[src/lcdt_pkg.sv]
// Package for the LCD mode and line timer: mode codes, timing constants and shared types.
// Used by lcdt_step, lcd_mode_line_timer and lcdt_checker; depends on nothing.
package lcdt_pkg;

  localparam int DotW  = 10;
  localparam int LineW = 8;
  localparam int ElapW = 8;
  localparam int CfgW  = 8;
  localparam int SieW  = 4;

  localparam logic [1:0] MODE_HBLANK = 2'd0;
  localparam logic [1:0] MODE_VBLANK = 2'd1;
  localparam logic [1:0] MODE_OAM    = 2'd2;
  localparam logic [1:0] MODE_VRAM   = 2'd3;

  localparam logic [1:0] CFG_LCD_ENABLE      = 2'd0;
  localparam logic [1:0] CFG_LINE_COMPARE    = 2'd1;
  localparam logic [1:0] CFG_STAT_INT_ENABLE = 2'd2;

  localparam logic [DotW-1:0] DOTS_OAM      = 10'd80;
  localparam logic [DotW-1:0] DOTS_VRAM     = 10'd172;
  localparam logic [DotW-1:0] DOTS_HBLANK   = 10'd204;
  localparam logic [DotW-1:0] DOTS_LINE     = 10'd456;
  localparam logic [DotW-1:0] PENDING_DELAY = 10'd4;
  localparam logic [DotW-1:0] DOT_MAX       = 10'd1023;

  localparam logic [LineW-1:0] LAST_LINE   = 8'd153;
  localparam logic [LineW-1:0] VBLANK_LINE = 8'd144;

  // Interrupt select bits of stat_int_enable.
  localparam int SelHblank = 0;
  localparam int SelVblank = 1;
  localparam int SelOam    = 2;
  localparam int SelCoin   = 3;

  typedef struct packed {
    logic [1:0]       mode;
    logic [LineW-1:0] line;
    logic [DotW-1:0]  dot;
    logic             pending;
    logic             coin;
  } lcdt_state_t;

  typedef struct packed {
    logic stat_raise;
    logic stat_clear;
    logic vblank_raise;
    logic render;
    logic frame;
  } lcdt_events_t;

endpackage

[src/lcdt_step.sv]
// Next-state and event logic for one tick of the LCD mode and line timer.
// Purely combinational; depends on lcdt_pkg.
module lcdt_step import lcdt_pkg::*; (
  input  lcdt_state_t       st,
  input  logic              lcd_enable,
  input  logic [LineW-1:0]  line_compare,
  input  logic [SieW-1:0]   stat_int_enable,
  input  logic [ElapW-1:0]  elapsed_cycles,
  output lcdt_state_t       st_nxt,
  output lcdt_events_t      ev
);

  logic [DotW:0]   sum;
  logic [DotW-1:0] dot_sat;
  logic            fire;

  assign sum     = {1'b0, st.dot} + {{(DotW + 1 - ElapW){1'b0}}, elapsed_cycles};
  assign dot_sat = sum[DotW] ? DOT_MAX : sum[DotW-1:0];
  assign fire    = st.pending && (dot_sat > PENDING_DELAY);

  always_comb begin
    st_nxt = st;
    ev     = '0;
    if (lcd_enable) begin
      st_nxt.dot = dot_sat;
      unique case (st.mode)
        MODE_OAM: begin
          if (fire) begin
            ev.stat_raise  = 1'b1;
            st_nxt.pending = 1'b0;
          end
          if (dot_sat >= DOTS_OAM) begin
            st_nxt.dot    = dot_sat - DOTS_OAM;
            st_nxt.mode   = MODE_VRAM;
            ev.stat_clear = 1'b1;
          end
        end
        MODE_VRAM: begin
          if (dot_sat >= DOTS_VRAM) begin
            st_nxt.dot  = dot_sat - DOTS_VRAM;
            st_nxt.mode = MODE_HBLANK;
            ev.render   = 1'b1;
            if (stat_int_enable[SelHblank]) st_nxt.pending = 1'b1;
          end
        end
        MODE_HBLANK: begin
          if (fire) begin
            ev.stat_raise  = 1'b1;
            st_nxt.pending = 1'b0;
          end
          if (dot_sat >= DOTS_HBLANK) begin
            st_nxt.dot  = dot_sat - DOTS_HBLANK;
            st_nxt.line = st.line + LineW'(1);
            st_nxt.coin = (st_nxt.line == line_compare);
            if (st_nxt.coin && stat_int_enable[SelCoin]) st_nxt.pending = 1'b1;
            if (st_nxt.line == VBLANK_LINE) begin
              ev.vblank_raise = 1'b1;
              st_nxt.mode     = MODE_VBLANK;
              if (stat_int_enable[SelVblank]) st_nxt.pending = 1'b1;
            end else begin
              st_nxt.mode = MODE_OAM;
              if (stat_int_enable[SelOam]) st_nxt.pending = 1'b1;
            end
          end
        end
        MODE_VBLANK: begin
          if (fire) begin
            ev.stat_raise  = 1'b1;
            st_nxt.pending = 1'b0;
          end
          if (dot_sat >= DOTS_LINE) begin
            st_nxt.dot  = dot_sat - DOTS_LINE;
            st_nxt.line = st.line + LineW'(1);
            st_nxt.coin = (st_nxt.line == line_compare);
            if (st_nxt.coin && stat_int_enable[SelCoin]) ev.stat_raise = 1'b1;
            if (st_nxt.line > LAST_LINE) begin
              // Frame wrap: compare line zero too, that match only goes pending.
              ev.frame    = 1'b1;
              st_nxt.mode = MODE_OAM;
              st_nxt.line = '0;
              st_nxt.coin = (line_compare == '0);
              if (st_nxt.coin && stat_int_enable[SelCoin]) st_nxt.pending = 1'b1;
              if (stat_int_enable[SelOam]) ev.stat_raise = 1'b1;
            end
          end
        end
        default: begin
          st_nxt = st;
        end
      endcase
    end
  end

endmodule

[src/lcd_mode_line_timer.sv]
// LCD mode and line timer: one tick beat in, one status beat out, through the input register,
// then the state update into the result register; throughput one beat per cycle while the
// result channel is not stalled, with the next-state logic in lcdt_step and the two-deep buffering.
// Synchronous active-low reset clears the configuration, the mode/line/dot state and
// both valid flags; payload registers are not reset.
module lcd_mode_line_timer import lcdt_pkg::*; (
  input  logic              clk,
  input  logic              rst_n,
  // configuration write port
  input  logic              cfg_we,
  input  logic [1:0]        cfg_index,
  input  logic [CfgW-1:0]   cfg_wdata,
  // tick input channel
  input  logic              in_valid,
  output logic              in_stall,
  input  logic [ElapW-1:0]  in_elapsed_cycles,
  // status result channel
  output logic              out_valid,
  input  logic              out_stall,
  output logic [1:0]        out_lcd_mode,
  output logic [LineW-1:0]  out_current_line,
  output logic              out_coincidence,
  output logic              out_stat_irq_raise,
  output logic              out_stat_irq_clear,
  output logic              out_vblank_irq_raise,
  output logic              out_render_line,
  output logic              out_frame_done
);

  // Configuration registers.
  logic             lcd_enable_r;
  logic [LineW-1:0] line_compare_r;
  logic [SieW-1:0]  stat_int_enable_r;

  // Timer state, advanced once per beat leaving the input register.
  lcdt_state_t st_r, st_nxt;
  lcdt_events_t ev;

  // Input register.
  logic             in_valid_r;
  logic [ElapW-1:0] elapsed_r;

  // Result register.
  logic             out_valid_r;
  logic [1:0]       mode_out_r;
  logic [LineW-1:0] line_out_r;
  logic             coin_out_r;
  lcdt_events_t     ev_out_r;

  logic advance;

  // A beat moves from the input register to the result register whenever the result
  // register is empty or is being drained in this same cycle.
  assign advance  = in_valid_r && (!out_valid_r || !out_stall);
  assign in_stall = in_valid_r && !advance;

  always_ff @(posedge clk) begin
    if (!rst_n) begin
      lcd_enable_r      <= 1'b0;
      line_compare_r    <= '0;
      stat_int_enable_r <= '0;
    end else if (cfg_we) begin
      unique case (cfg_index)
        CFG_LCD_ENABLE:      lcd_enable_r      <= cfg_wdata[0];
        CFG_LINE_COMPARE:    line_compare_r    <= cfg_wdata[LineW-1:0];
        CFG_STAT_INT_ENABLE: stat_int_enable_r <= cfg_wdata[SieW-1:0];
        default: ;
      endcase
    end
  end

  lcdt_step u_step (
    .st              (st_r),
    .lcd_enable      (lcd_enable_r),
    .line_compare    (line_compare_r),
    .stat_int_enable (stat_int_enable_r),
    .elapsed_cycles  (elapsed_r),
    .st_nxt          (st_nxt),
    .ev              (ev)
  );

  always_ff @(posedge clk) begin
    if (!rst_n) begin
      in_valid_r  <= 1'b0;
      out_valid_r <= 1'b0;
      st_r        <= '{mode: MODE_HBLANK, line: '0, dot: '0, pending: 1'b0, coin: 1'b0};
    end else begin
      if (!in_stall) in_valid_r <= in_valid;
      if (advance) begin
        out_valid_r <= 1'b1;
        st_r        <= st_nxt;
      end else if (!out_stall) begin
        out_valid_r <= 1'b0;
      end
    end
  end

  // Payload registers load alongside their valid flags.
  always_ff @(posedge clk) begin
    if (!in_stall) elapsed_r <= in_elapsed_cycles;
    if (advance) begin
      mode_out_r <= st_nxt.mode;
      line_out_r <= st_nxt.line;
      coin_out_r <= st_nxt.coin;
      ev_out_r   <= ev;
    end
  end

  assign out_valid            = out_valid_r;
  assign out_lcd_mode         = mode_out_r;
  assign out_current_line     = line_out_r;
  assign out_coincidence      = coin_out_r;
  assign out_stat_irq_raise   = ev_out_r.stat_raise;
  assign out_stat_irq_clear   = ev_out_r.stat_clear;
  assign out_vblank_irq_raise = ev_out_r.vblank_raise;
  assign out_render_line      = ev_out_r.render;
  assign out_frame_done       = ev_out_r.frame;

endmodule

[config.mk]
export PLATFORM = sky130hd
export DESIGN_NAME = lcd_mode_line_timer
export DESIGN_NICKNAME = d
export VERILOG_FILES = /design/src/lcdt_pkg.sv /design/src/lcdt_step.sv /design/src/lcd_mode_line_timer.sv
export SDC_FILE = /design/constraint.sdc
export NUM_CORES = 1
export LEC_CHECK = 0
export BUFFER_PORTS_ARGS = -buffer_cell sky130_fd_sc_hd__buf_2
export CAP_MARGIN = 20
export CORE_MARGIN = 2
export CORE_UTILIZATION = 61
export CTS_CLUSTER_SIZE = 12
export DETAILED_ROUTE_END_ITERATION = 8
export PLACE_DENSITY = 0.81
export SYNTH_ARGS = -nofsm -noshare
export SYNTH_HDL_FRONTEND = slang
export SYNTH_HIERARCHICAL = 1
export SYNTH_SLANG_ARGS = --single-unit
export TNS_END_PERCENT = 30
[constraint.sdc]
create_clock -name clk -period 7 [get_ports clk]
set_input_delay 1.75 -clock clk [delete_from_list [all_inputs] [get_ports clk]]
set_output_delay 1.75 -clock clk [all_outputs]
set_load 0.005 [all_outputs]
==> reports/metrics.csv <==
stage,metric,value,unit
final_layout,Fill cells,597,
global_route,GRT Util Overall,29.90,%
drt,vias per cell,6.256,
synth,Yosys reg bits,61,
synth,Synth top cells by count,"111 x nand2_1, 38 x mux2i_1, 37 x dfxtp_1",
synth,number of flops mapped to enable cells by yosys,24,
synth,Post-synth ARST share,0,%
critical_path,worst path required time,7.27,ns
clock_tree,clock-pin slew on the worst setup and hold paths,0.07,ns
final_layout,Layout area overhead,8.379,%
critical_path,Crit path arrival time,4.70,ns
final_layout,post-route cell area,4920,um2
clock_tree,maximum root-to-sink buffer count,2,
synth,mux share of post-synthesis cell area,8.627,%
synth,syn_nets,588,
synth,adder-cell area share of the yosys netlist,4.851,%
clock_tree,CTS root buf,clkbuf_8,
drt,number of remaining DRC errors,0,
timing,RSZ-0062 raised after global routing,no,
drt,Post-DRT Antenna Nets,0,
place,PortBufs,40,
flow_run,# Max-Cap Violations,0,
synth,Cell variety after synth,76,
timing,Total Neg Setup Slack,0,ns
global_route,initial antenna violation count,0,
power_and_ir_drop,Power Dens Cells,167.5,nW/um2
final_layout,share of layout cells above drive strength 1,13.69,%
place,DP HPWL,8.359,mm
place,final RePlAce weighted congestion,0.9858,
clock_tree,"Hold-fix buffers, CTS",0,
floorplanning,Die ar.,8148,um2
run_status,outcome,completed,
final_layout,Final #Nets,612,
floorplanning,I/O pin total,41,
clock_tree,Worst-Skew Late Latency,0.35,ns
synth,synthesized area per cell,8.283,um2
timing,Fin Clk Skew,0.007421,ns
synth,Synth Area in XOR/XNOR,4.410,%
critical_path,kind of start point of the critical path,flop,
timing,Finish-stage setup viols,0,
synth,"count leader, synth",nand2_1,
power_and_ir_drop,VDD IR max,0.0001383,V
timing,Fmax achieved,0.2259,GHz
synth,area share of the largest cell type after synthesis,16.32,%
clock_tree,cts bufs inserted,9,
critical_path,Worst Setup End Kind,flop,
synth,main combinational cell family by area after synthesis,simple AND/OR/NAND/NOR gates,
floorplanning,core area,7214,um2
synth,post-synthesis sequential area ratio,32.19,%
global_route,first-pass GRT wire length,19.62,mm
synth,Synth Instances,548,
floorplanning,Die Ht,90.27,um
timing,Fin. Hold Viols,0,
global_route,largest net degree at the start of global routing,68,
drt,routed length per instance,17.43,um
place,Area after DPL,4711,um2
global_route,grt total ovfl,0,
timing,final hold slack,0.4878,ns
timing,slew margin rel.,34.19,%
clock_tree,CTS tree,done,
timing,minimum clock period after layout,4.426,ns
clock_tree,clock sinks,61,
power_and_ir_drop,Static Leak,1.876,nW
drt,iteration-0 DRC count of the detailed router,519,
critical_path,CP max FO,10,
floorplanning,Initial Utilization,62.92,%
global_route,vias in the first global route,3959,
synth,largest area contributor in the netlist,dfxtp_1,
clock_tree,setup repair bufs after CTS,0,
final_layout,antenna diode count,0,
clock_tree,PostCTS Resize Cnt,0,
synth,Yosys warnings,6,
clock_tree,H-tree depth,3,
synth,ys flop type,dfxtp_1,
synth,Synth Area in Compound Gates,22.19,%
timing,Tcrit/Tclk final,63.23,%
drt,drt first pass iters,8,
timing,"Slew Viols, Final",0,
timing,Worst Max-Slew Pin Slew,0.9858,ns
critical_path,worst setup path category,reg2reg,
drt,routed via count,4229,
worst_hold_path,Hold WC Path Type,reg2reg,
floorplanning,die width,90.27,um
synth,ranking of synthesized cells by area,"dfxtp_1 16%, edfxtp_1 16%, nand2_1 9.2%, mux2i_1 8.4%, ha_1 4.4%",
floorplanning,row cnt,31,
synth,Mapped Area,4539,um2
drt,final WL,11.78,mm
synth,Post-Synth Simple-Gate Area,22.88,%
==> final cells by class <==
type	instances	area, um2	share of cell area [%]
clock buffers	10	148.9	3.026
clock inverters	6	40.04	0.8138
inverters	14	52.55	1.068
multi-input cells	443	2858	58.09
flip-flops and latches	61	1461	29.70
well taps	99	123.9	2.518
repair buffers	43	235.2	4.781
==> cell families (layout without fill, tap and decap cells) <==
| kind of cell | count (synthesis) | after routing |
|---|---|---|
| mux | 39 | 39 |
| xor+xnor | 22 | 22 |
| compound gates | 141 | 141 |
| fa+ha+maj | 17 | 17 |
| simple gates | 224 | 224 |
| flops | 61 | 61 |
| buf+inv | 44 | 73 |
==> cell usage in the layout (no fill, tap or decap), types with 9 or more instances in the layout <==
cell type	count
ha_1	16
dfxtp_1	37
nor2_1	34
nand2_1	111
o21ai_1	9
nand3_1	13
edfxtp_1	24
nor3_1	12
xnor2_1	15
a21o_1	9
buf_2	40
clkbuf_8	9
inv_1	13
mux2i_1	38
a21oi_1	31
o21ai_0	21
==> metrics by stage <==
step,setup slack (ns),instances,total power [mW],util (%)
after floorplan,3.103,548,0.4888,-
after global routing,2.064,676,0.8582,68.19
final,2.574,676,0.8240,68.19
after CTS,2.603,675,0.8243,67.92
after detailed placement,2.635,659,0.5196,65.30
after global placement,2.729,659,0.5195,65.30
==> metal layers <==
layer | vias up | track usage [%] | wire length (um)
met5 | - | 0 | 0
met4 | 0 | 11.54 | 252
met3 | 27 | 6.678 | 1105
met2 | 245 | 43.80 | 5102
met1 | 1917 | 43.06 | 5322
li1 | 2040 | - | -
==> registers in the layout, summed over array words and instances, names as in the netlist <==
register / flops
stat_int_enable_r: 4
out_current_line: 8
out_valid: 1
lcd_enable_r: 1
out_coincidence: 1
out_frame_done: 1
line_compare_r: 8
out_stat_irq_raise: 1
out_stat_irq_clear: 1
st_r: 22
out_render_line: 1
out_vblank_irq_raise: 1
elapsed_r: 8
out_lcd_mode: 2
in_valid_r: 1
==> report_power, final <==
part	internal, mW	leakage (nW)	switching, mW
combinational	0.0486	1.24	0.0810
clock	0.152	0.103	0.155
sequential	0.379	0.532	0.00854
==> worst max-delay path: stages, from the launching register on <==
cell	delay, ns
edfxtp_1	0.37
ha_1	0.36
a21oi_1	0.32
o22ai_1	0.17
nor2_1	0.48
and2_1	0.38
inv_1	0.10
ha_1	0.22
nand2_1	0.07
o32ai_1	0.08
nor4_1	0.41
o41ai_4	0.21
o211ai_1	0.72
nand2_1	0.11
o21ai_1	0.13
nand2_1	0.07
mux2i_1	0.15
==> final timing paths <==
path	slack, ns	startpoint	endpoint	depth (start not counted)
max	2.57	elapsed_r[7]	st_r[16]	16
min	0.49	st_r[2]	st_r[2]	2
max reg2reg	2.57	elapsed_r[7]	st_r[16]	16
min reg2reg	0.49	st_r[2]	st_r[2]	2
No activity file was read; power rests on OpenSTA's default activity.
